[config.mk]
export PLATFORM = sky130hd
export DESIGN_NAME = sha256_hash_engine_unit
export DESIGN_NICKNAME = d
export VERILOG_FILES = /design/src/hw/rtl/sha256_pkg.sv /design/src/hw/rtl/sha256_datapath.sv /design/src/hw/rtl/sha256_control.sv /design/src/hw/rtl/sha256_hash_engine_unit.sv
export SDC_FILE = /design/constraint.sdc
export NUM_CORES = 2
export LEC_CHECK = 0
export ABC_AREA = 1
export BUFFER_PORTS_ARGS = -buffer_cell sky130_fd_sc_hd__buf_2
export CORE_MARGIN = 4
export CORE_UTILIZATION = 41
export DETAILED_ROUTE_END_ITERATION = 10
export HOLD_SLACK_MARGIN = 0.12
export PLACE_DENSITY = 0.65
export RECOVER_POWER = 50
export SLEW_MARGIN = 20
export SYNTH_ARGS = -nofsm -noshare
export SYNTH_HDL_FRONTEND = slang
export SYNTH_HIERARCHICAL = 1
export SYNTH_SLANG_ARGS = --single-unit
[constraint.sdc]
create_clock -name clock -period 22.8 [get_ports clock]
set_input_delay 3.42 -clock clock [delete_from_list [all_inputs] [get_ports clock]]
set_output_delay 3.42 -clock clock [all_outputs]
set_load 0.02 [all_outputs]
[src/hw/rtl/sha256_pkg.sv]
// ----------------------------------------------------------------------------
// SHA-256 engine package
// Shared types, round constants and initial hash values.
// ----------------------------------------------------------------------------
`default_nettype none
package sha256_pkg;

   localparam logic [7:0] PadByte = 8'h80;

   localparam logic [1:0] ADDR_MODE = 2'd0;

   typedef enum logic [2:0] {
      ST_IDLE,
      ST_LOAD,
      ST_ROUND,
      ST_UPDATE,
      ST_EMIT
   } state_type;

   typedef enum logic [1:0] {
      SRC_INPUT,
      SRC_ZERO,
      SRC_LEN_HI,
      SRC_LEN_LO
   } src_type;

   typedef struct packed {
      logic      push;
      src_type   src;
      logic      pad_word;
      logic      load_vars;
      logic      round;
      logic      update;
      logic      reload;
      logic      add_count;
      logic      clear_count;
   } cmd_type;

   typedef struct packed {
      logic       block_full;
      logic [3:0] fill;
      logic       round_done;
   } status_type;

   function automatic logic [31:0] round_k(input logic [5:0] i);
      logic [31:0] k [64];
      k = '{
         32'h428a2f98, 32'h71374491, 32'hb5c0fbcf, 32'he9b5dba5,
         32'h3956c25b, 32'h59f111f1, 32'h923f82a4, 32'hab1c5ed5,
         32'hd807aa98, 32'h12835b01, 32'h243185be, 32'h550c7dc3,
         32'h72be5d74, 32'h80deb1fe, 32'h9bdc06a7, 32'hc19bf174,
         32'he49b69c1, 32'hefbe4786, 32'h0fc19dc6, 32'h240ca1cc,
         32'h2de92c6f, 32'h4a7484aa, 32'h5cb0a9dc, 32'h76f988da,
         32'h983e5152, 32'ha831c66d, 32'hb00327c8, 32'hbf597fc7,
         32'hc6e00bf3, 32'hd5a79147, 32'h06ca6351, 32'h14292967,
         32'h27b70a85, 32'h2e1b2138, 32'h4d2c6dfc, 32'h53380d13,
         32'h650a7354, 32'h766a0abb, 32'h81c2c92e, 32'h92722c85,
         32'ha2bfe8a1, 32'ha81a664b, 32'hc24b8b70, 32'hc76c51a3,
         32'hd192e819, 32'hd6990624, 32'hf40e3585, 32'h106aa070,
         32'h19a4c116, 32'h1e376c08, 32'h2748774c, 32'h34b0bcb5,
         32'h391c0cb3, 32'h4ed8aa4a, 32'h5b9cca4f, 32'h682e6ff3,
         32'h748f82ee, 32'h78a5636f, 32'h84c87814, 32'h8cc70208,
         32'h90befffa, 32'ha4506ceb, 32'hbef9a3f7, 32'hc67178f2};
      return k[i];
   endfunction

   function automatic logic [31:0] init_hash(input logic sha224, input logic [2:0] i);
      logic [31:0] h256 [8];
      logic [31:0] h224 [8];
      h256 = '{32'h6a09e667, 32'hbb67ae85, 32'h3c6ef372, 32'ha54ff53a,
               32'h510e527f, 32'h9b05688c, 32'h1f83d9ab, 32'h5be0cd19};
      h224 = '{32'hc1059ed8, 32'h367cd507, 32'h3070dd17, 32'hf70e5939,
               32'hffc00b31, 32'h68581511, 32'h64f98fa7, 32'hbefa4fa4};
      return sha224 ? h224[i] : h256[i];
   endfunction

   function automatic logic [31:0] rotr(input logic [31:0] x, input int r);
      return (x >> r) | (x << (32 - r));
   endfunction

endpackage
`default_nettype wire

[src/hw/rtl/sha256_datapath.sv]
// ----------------------------------------------------------------------------
// SHA-256 datapath
// Message schedule window, round unit, hash words and byte counter.
// ----------------------------------------------------------------------------
`default_nettype none
module sha256_datapath (
   input  wire logic                  clock,
   input  wire logic                  reset,
   input  wire sha256_pkg::cmd_type   cmd,
   input  wire logic [31:0]           in_word,
   input  wire logic [2:0]            in_bytes,
   input  wire logic                  in_last,
   input  wire logic                  mode,
   input  wire logic                  mode_write,
   input  wire logic [2:0]            out_sel,
   output sha256_pkg::status_type     status,
   output logic [31:0]                out_word
);

   logic [31:0] hash_ff [8];
   logic [31:0] hash_in [8];
   logic [31:0] w_ff [16];
   logic [31:0] v_ff [8];
   logic [3:0]  fill_ff, fill_in;
   logic [5:0]  rnd_ff, rnd_in;
   logic [63:0] count_ff, count_in;
   logic [31:0] push_data;
   logic [2:0]  nb;
   logic [31:0] mask;
   logic [31:0] w_new, s0, s1, t1, t2, ch, maj, wt;
   logic [63:0] bits;

   assign bits = {count_ff[60:0], 3'b000};

   always_comb begin
      nb = (in_bytes > 3'd4) ? 3'd4 : in_bytes;
      case (nb)
         3'd0: mask = 32'h0;
         3'd1: mask = 32'hff000000;
         3'd2: mask = 32'hffff0000;
         3'd3: mask = 32'hffffff00;
         default: mask = 32'hffffffff;
      endcase
      case (cmd.src)
         sha256_pkg::SRC_INPUT: begin
            if (cmd.pad_word)
               push_data = {sha256_pkg::PadByte, 24'h0};
            else if (in_last && nb != 3'd4)
               push_data = (in_word & mask) |
                           ({sha256_pkg::PadByte, 24'h0} >> {nb, 3'b000});
            else
               push_data = in_word;
         end
         sha256_pkg::SRC_LEN_HI: push_data = bits[63:32];
         sha256_pkg::SRC_LEN_LO: push_data = bits[31:0];
         default: push_data = 32'h0;
      endcase
   end

   always_comb begin
      s0 = sha256_pkg::rotr(w_ff[1], 7) ^ sha256_pkg::rotr(w_ff[1], 18) ^ (w_ff[1] >> 3);
      s1 = sha256_pkg::rotr(w_ff[14], 17) ^ sha256_pkg::rotr(w_ff[14], 19)
           ^ (w_ff[14] >> 10);
      w_new = s1 + w_ff[9] + s0 + w_ff[0];
      wt = w_ff[0];
      ch = v_ff[6] ^ (v_ff[4] & (v_ff[5] ^ v_ff[6]));
      maj = (v_ff[0] & v_ff[1]) | (v_ff[2] & (v_ff[0] | v_ff[1]));
      t1 = v_ff[7] + (sha256_pkg::rotr(v_ff[4], 6) ^ sha256_pkg::rotr(v_ff[4], 11)
           ^ sha256_pkg::rotr(v_ff[4], 25)) + ch + sha256_pkg::round_k(rnd_ff) + wt;
      t2 = (sha256_pkg::rotr(v_ff[0], 2) ^ sha256_pkg::rotr(v_ff[0], 13)
           ^ sha256_pkg::rotr(v_ff[0], 22)) + maj;
   end

   always_comb begin
      fill_in = fill_ff;
      if (cmd.push)
         fill_in = fill_ff + 4'd1;
      rnd_in = rnd_ff;
      if (cmd.load_vars)
         rnd_in = 6'd0;
      else if (cmd.round)
         rnd_in = rnd_ff + 6'd1;
      count_in = count_ff;
      if (cmd.clear_count)
         count_in = 64'd0;
      else if (cmd.add_count)
         count_in = count_ff + (in_last ? {61'd0, nb} : 64'd4);
      for (int i = 0; i < 8; i++) begin
         hash_in[i] = hash_ff[i];
         if (cmd.update)
            hash_in[i] = hash_ff[i] + v_ff[i];
         else if (cmd.reload || (mode_write && count_ff == 64'd0 && fill_ff == 4'd0))
            hash_in[i] = sha256_pkg::init_hash(mode, 3'(i));
      end
   end

   always_ff @(posedge clock) begin
      if (reset) begin
         fill_ff  <= 4'd0;
         rnd_ff   <= 6'd0;
         count_ff <= 64'd0;
         for (int i = 0; i < 8; i++)
            hash_ff[i] <= sha256_pkg::init_hash(1'b0, 3'(i));
      end else begin
         fill_ff  <= fill_in;
         rnd_ff   <= rnd_in;
         count_ff <= count_in;
         hash_ff  <= hash_in;
      end
   end

   always_ff @(posedge clock) begin
      if (cmd.push)
         w_ff[fill_ff] <= push_data;
      else if (cmd.round) begin
         for (int i = 0; i < 15; i++)
            w_ff[i] <= w_ff[i + 1];
         w_ff[15] <= w_new;
      end
      if (cmd.load_vars)
         v_ff <= hash_ff;
      else if (cmd.round) begin
         v_ff[7] <= v_ff[6];
         v_ff[6] <= v_ff[5];
         v_ff[5] <= v_ff[4];
         v_ff[4] <= v_ff[3] + t1;
         v_ff[3] <= v_ff[2];
         v_ff[2] <= v_ff[1];
         v_ff[1] <= v_ff[0];
         v_ff[0] <= t1 + t2;
      end
   end

   assign out_word = hash_ff[out_sel];
   assign status.block_full = (fill_ff == 4'd15) && cmd.push;
   assign status.fill = fill_ff;
   assign status.round_done = (rnd_ff == 6'd63);

endmodule
`default_nettype wire

[src/hw/rtl/sha256_control.sv]
// ----------------------------------------------------------------------------
// SHA-256 controller
// Sequences buffering, padding, compression and digest output.
// ----------------------------------------------------------------------------
`default_nettype none
module sha256_control (
   input  wire logic                   clock,
   input  wire logic                   reset,
   input  wire logic                   in_valid,
   input  wire logic                   in_last,
   input  wire logic [2:0]             in_bytes,
   output logic                        in_ready,
   output logic                        out_valid,
   input  wire logic                   out_ready,
   output logic                        out_last,
   output logic [2:0]                  out_sel,
   input  wire sha256_pkg::status_type status,
   output sha256_pkg::cmd_type         cmd
);

   sha256_pkg::state_type state_ff, state_in;
   // pad stage: 0 none, 1 pad word pending, 2 zeros, 3 length hi, 4 length lo
   logic [2:0] pad_ff, pad_in;
   logic [2:0] sel_ff, sel_in;
   logic       fin_ff, fin_in;

   localparam logic [2:0] PadNone = 3'd0;
   localparam logic [2:0] PadMark = 3'd1;
   localparam logic [2:0] PadZero = 3'd2;
   localparam logic [2:0] PadHi   = 3'd3;
   localparam logic [2:0] PadLo   = 3'd4;

   always_ff @(posedge clock) begin
      if (reset) begin
         state_ff <= sha256_pkg::ST_IDLE;
         pad_ff   <= PadNone;
         sel_ff   <= 3'd0;
         fin_ff   <= 1'b0;
      end else begin
         state_ff <= state_in;
         pad_ff   <= pad_in;
         sel_ff   <= sel_in;
         fin_ff   <= fin_in;
      end
   end

   always_comb begin
      state_in = state_ff;
      pad_in   = pad_ff;
      sel_in   = sel_ff;
      fin_in   = fin_ff;
      cmd      = '0;
      cmd.src  = sha256_pkg::SRC_ZERO;
      in_ready = 1'b0;
      out_valid = 1'b0;
      case (state_ff)
         sha256_pkg::ST_IDLE: begin
            case (pad_ff)
               PadNone: begin
                  in_ready = 1'b1;
                  if (in_valid) begin
                     cmd.push = 1'b1;
                     cmd.src = sha256_pkg::SRC_INPUT;
                     cmd.add_count = 1'b1;
                     if (in_last)
                        pad_in = (in_bytes >= 3'd4) ? PadMark : PadZero;
                  end
               end
               PadMark: begin
                  cmd.push = 1'b1;
                  cmd.src = sha256_pkg::SRC_INPUT;
                  cmd.pad_word = 1'b1;
                  pad_in = PadZero;
               end
               PadZero: begin
                  if (status.fill == 4'd14)
                     pad_in = PadHi;
                  else
                     cmd.push = 1'b1;
               end
               PadHi: begin
                  cmd.push = 1'b1;
                  cmd.src = sha256_pkg::SRC_LEN_HI;
                  pad_in = PadLo;
               end
               default: begin
                  cmd.push = 1'b1;
                  cmd.src = sha256_pkg::SRC_LEN_LO;
                  pad_in = PadNone;
                  fin_in = 1'b1;
               end
            endcase
            if (status.block_full)
               state_in = sha256_pkg::ST_LOAD;
         end
         sha256_pkg::ST_LOAD: begin
            cmd.load_vars = 1'b1;
            state_in = sha256_pkg::ST_ROUND;
         end
         sha256_pkg::ST_ROUND: begin
            cmd.round = 1'b1;
            if (status.round_done)
               state_in = sha256_pkg::ST_UPDATE;
         end
         sha256_pkg::ST_UPDATE: begin
            cmd.update = 1'b1;
            sel_in = 3'd0;
            state_in = fin_ff ? sha256_pkg::ST_EMIT : sha256_pkg::ST_IDLE;
         end
         sha256_pkg::ST_EMIT: begin
            out_valid = 1'b1;
            if (out_ready) begin
               sel_in = sel_ff + 3'd1;
               if (sel_ff == 3'd7) begin
                  cmd.reload = 1'b1;
                  cmd.clear_count = 1'b1;
                  fin_in = 1'b0;
                  state_in = sha256_pkg::ST_IDLE;
               end
            end
         end
         default: state_in = sha256_pkg::ST_IDLE;
      endcase
   end

   assign out_sel  = sel_ff;
   assign out_last = (sel_ff == 3'd7);

endmodule
`default_nettype wire

[src/hw/rtl/sha256_hash_engine_unit.sv]
// After the last beat, padding and both length words are pushed, then one or two
// compressions run before the first digest beat.
// Throughput: one word per cycle while filling; no input is taken during compression.
// Output: 8 digest beats, one per cycle while the sink is ready.
// Reset: synchronous, active high; loads SHA-256 initial values, mode 0.
// ----------------------------------------------------------------------------
// SHA-256 hash engine
// Streaming message words in, eight digest words out, APB mode register.
// ----------------------------------------------------------------------------
`default_nettype none
module sha256_hash_engine_unit (
   input  wire logic        clock,
   input  wire logic        reset,
   input  wire logic        req_tvalid,
   output logic             req_tready,
   input  wire logic [39:0] req_tdata,   // message_word[31:0], valid_bytes[34:32], zeros
   input  wire logic        req_tlast,   // is_last
   output logic             rsp_tvalid,
   input  wire logic        rsp_tready,
   output logic [31:0]      rsp_tdata,   // digest_word[31:0]
   output logic             rsp_tlast,   // digest_last
   input  wire logic        csr_psel,
   input  wire logic        csr_penable,
   input  wire logic        csr_pwrite,
   input  wire logic [1:0]  csr_paddr,
   input  wire logic [31:0] csr_pwdata,
   output logic [31:0]      csr_prdata,
   output logic             csr_pready
);

   sha256_pkg::cmd_type    cmd;
   sha256_pkg::status_type status;
   logic [2:0] out_sel;
   logic       mode_ff, mode_in, mode_write;

   assign csr_pready = 1'b1;
   assign mode_write = csr_psel && csr_penable && csr_pwrite
                       && csr_paddr == sha256_pkg::ADDR_MODE;
   assign mode_in = mode_write ? csr_pwdata[0] : mode_ff;
   assign csr_prdata = (csr_paddr == sha256_pkg::ADDR_MODE) ? {31'd0, mode_ff} : 32'd0;

   always_ff @(posedge clock) begin
      if (reset)
         mode_ff <= 1'b0;
      else
         mode_ff <= mode_in;
   end

   sha256_control u_ctrl (
      .clock(clock), .reset(reset),
      .in_valid(req_tvalid), .in_last(req_tlast), .in_bytes(req_tdata[34:32]),
      .in_ready(req_tready),
      .out_valid(rsp_tvalid), .out_ready(rsp_tready), .out_last(rsp_tlast),
      .out_sel(out_sel), .status(status), .cmd(cmd)
   );

   sha256_datapath u_dp (
      .clock(clock), .reset(reset), .cmd(cmd),
      .in_word(req_tdata[31:0]), .in_bytes(req_tdata[34:32]), .in_last(req_tlast),
      .mode(mode_in), .mode_write(mode_write), .out_sel(out_sel),
      .status(status), .out_word(rsp_tdata)
   );

`ifndef SYNTHESIS
   a_no_in_while_out: assert property (@(posedge clock) disable iff (reset)
      rsp_tvalid |-> !req_tready) else $error("input taken during digest output");
   a_last_step: assert property (@(posedge clock) disable iff (reset)
      (rsp_tvalid && rsp_tready && rsp_tlast) |=> !rsp_tvalid)
      else $error("output continues past last beat");
   a_pready: assert property (@(posedge clock) csr_pready)
      else $error("pready low");
`endif

endmodule
`default_nettype wire

==> results.ini <==
[clock_tree]
post_cts_resize_count = 0
cts-htree-levels = 4
hold_buffers = 0
clock_pin_slew_on_the_worst_setup_and_hold_paths_ns = 0.06
clk_latency_ns = 0.84
cts_made_buffers = 135
clock_path_buffers = 3
clock-root-buffer = clkbuf_16
post-cts-setup-buffers = 0
cts_tree = done
cts_num_sinks = 1109

[hold_path]
hold_path_cell_cnt = 2
worstHoldStart = u_ctrl/fin_ff
hp-class = reg2reg

[detailed_routing]
wl_met3_um = 32900
drt_first_iter_violations = 9381
wl_per_cell_um = 27.2
top_signal_layer_used = met5
ant_nets = 0
routed_wirelength_um = 359000
vias_per_cell = 5.81
route.layer.met1.wl_um = 153000
via_total_after_detailed_routing = 76600
dr.pass1.iters = 8
post-route-drc-count = 0
route.met2.wl_um = 154000

[placement]
place_area_um2 = 83200
io_buffer_count = 81
instance_count_after_placement_with_tap_cells_included = 12900
gp_routability_congestion = 1.03
place.detailed.hpwl_um = 278000
dp_worst_setup_slack_ns = 13.98

[power]
vdd_ir_drop_max_mv = 0.171
power.density_cell_area_nw_per_um2 = 177
cellLeakagePower_nw = 38.0

[timing]
timing_worst_slew_pin_value_ns = 9.16
fmax_mhz = 71.6
fin_crit_sh_pct = 61.3
slew_violations = 1703
timing.setup.tns_ns = 0
final-hold-violation-count = 0
period_needed_ns = 13.97
fin_skew_ns = 0.0688
rsz0062_at_grt = no
minimum_setup_slack_in_the_final_design_ns = 8.83
setup-violations-final = 0
slew-limit-headroom_pct = -511

[setup_path]
r2r.worst_path.cells = 6
timing.critical_path.arrival_ns = 14.08
r2r-start = u_ctrl/state_ff[0]
worst_setup_path_startpoint = u_ctrl/state_ff[0]
cp.required_ns = 22.91
worst_r2r_setup_slack_ns = 8.83
critical_path.endpoint_type = flop
worstSetupPathType = reg2reg
start_kind = flop
worstPathMaxFanout = 144

[final_layout]
drive_above_1_share_pct = 5.00
leading_cell_type_in_the_layout_fill_and_taps_excluded = nand2_1
finalCoreUtilization_pct = 45.0
layoutNonFillerInstCount = 13200
finish.instance_area_um2 = 87500
fillerInstances = 19800
final_cell_mix = 2826 x nand2_1, 1296 x inv_1, 1020 x o21ai_0, 770 x a21oi_1, 768 x edfxtp_1
finalNetCount = 11200
area.growth.synth_to_final_pct = 9.21

[die]
initial_utilization_pct = 41.2
floorplan.die.height_um = 450
placeableCoreArea_um2 = 195000
fp.dieArea_um2 = 203000
ioPinCount = 150
fp.dieW_um = 450
row_count = 162

[synth]
ys_types = 72
synth_edf_count = 768
cell_types_with_the_largest_area_share_after_synthesis = edfxtp_1 29%, nand2_1 13%, dfxtp_1 8.5%
yosys_most_used_dff = edfxtp_1
synthesized_area_um2 = 80100
synthesis.yosys.warnings = 6
ys_ff_latch = 1109
synth_cells = 10600
yosys.area.top_type = edfxtp_1
synth-seq-area-share_pct = 37.3
synth_area_per_cell_um2 = 7.57
asyncSetResetFlopFracSynth_pct = 0
yosysTopAreaCellShare_pct = 28.8

[global_route]
all_layer_global_routing_usage_pct = 34.2
initial_antenna_violation_count = 16
grt_max_degree = 206
grt_pass1_wl_um = 508000
first_global_vias = 71100
grt.overflow.total = 0

[flow_run]
max-cap-violations = 34

[run_status]
run_status = complete, but fails checks
failed_checks = max-capacitance violations, max-slew violations

-- state kept, by name, summed over array words and instances, names as in the netlist --
signal and cells:
u_ctrl/state_ff 3, mode_ff 1, u_ctrl/out_sel 3, u_dp/rnd_ff 6, u_dp/fill_ff 4, u_dp/hash_ff 256, u_dp/v_ff 256, u_ctrl/pad_ff 3
u_dp/count_ff 64, u_ctrl/fin_ff 1, u_dp/w_ff 512
-- worst paths after layout --
check	to
min reg2reg	u_ctrl/state_ff[2]
min	u_ctrl/state_ff[2]
max	u_dp/v_ff[152]
max reg2reg	u_dp/v_ff[152]
-- worst max-delay path: stages (launching register included) --
cell        delay (ns)
dfxtp_1           0.38
inv_1             0.05
nor3_1            0.15
clkbuf_1          1.41
clkinvlp_2        2.31
nand2_1           2.28
clkbuf_1          6.37
-- cells in the mapped netlist (all sizes together), types with 37 or more instances --
cell type and number:
inv 1320, a21oi 773, xor2 232, nand2 2837
o221ai 37, nand3 518, xnor2 158, nor2 740
edfxtp 768, o21ai 1060, o21bai 52, or2 65
nand4 118, ha 404, dfxtp 341, o21a 48
clkbuf 244, o211ai 49, a21o 48, o22ai 46
fa 196, buf 158, nor3 132, a31oi 74
-- where the power goes --
part           switching [W]  internal, W
sequential          0.000171      0.00263
combinational        0.00720      0.00320
clock               0.000978      0.00129
-- metal layers --
| metal | vias up | track usage [%] |
|---|---|---|
| met5 | - | 0 |
| met4 | 18 | 15.8 |
| met3 | 690 | 6.96 |
| met2 | 3648 | 51.5 |
| met1 | 37200 | 47.2 |
| li1 | 35100 | - |
-- per-stage QoR --
| stage | total power, W | hold slack [ns] |
|---|---|---|
| floorplan | 0.00926 | 0.437 |
| global placement | 0.0129 | 0.448 |
| detailed placement | 0.0130 | 0.457 |
| CTS | 0.0153 | 0.470 |
| global route | 0.0166 | 0.508 |
| finish | 0.0155 | 0.475 |
-- layout make-up --
| cell class | instances | area (µm²) | area share [%] |
|---|---|---|---|
| clock buffers | 176 | 3590 | 4.11 |
| multi-input cells | 7779 | 43800 | 50.0 |
| diodes | 3 | 7.51 | 0.00858 |
| well taps | 2542 | 3180 | 3.63 |
| repair buffers | 182 | 1070 | 1.23 |
| clock inverters | 71 | 1000 | 1.15 |
| inverters | 1325 | 4990 | 5.70 |
| flip-flops and latches | 1109 | 29900 | 34.2 |
-- logic make-up after synthesis --
kind of cell,synth area share [%]
other,0.00937
AND/OR/NAND/NOR,23.2
flip-flops,37.3
adder cells (fa/ha/maj),11.2
AO/OA/AOI/OAI,15.6
XOR/XNOR,4.26
buffers and inverters,8.45
(Power assumes the default switching activity.)
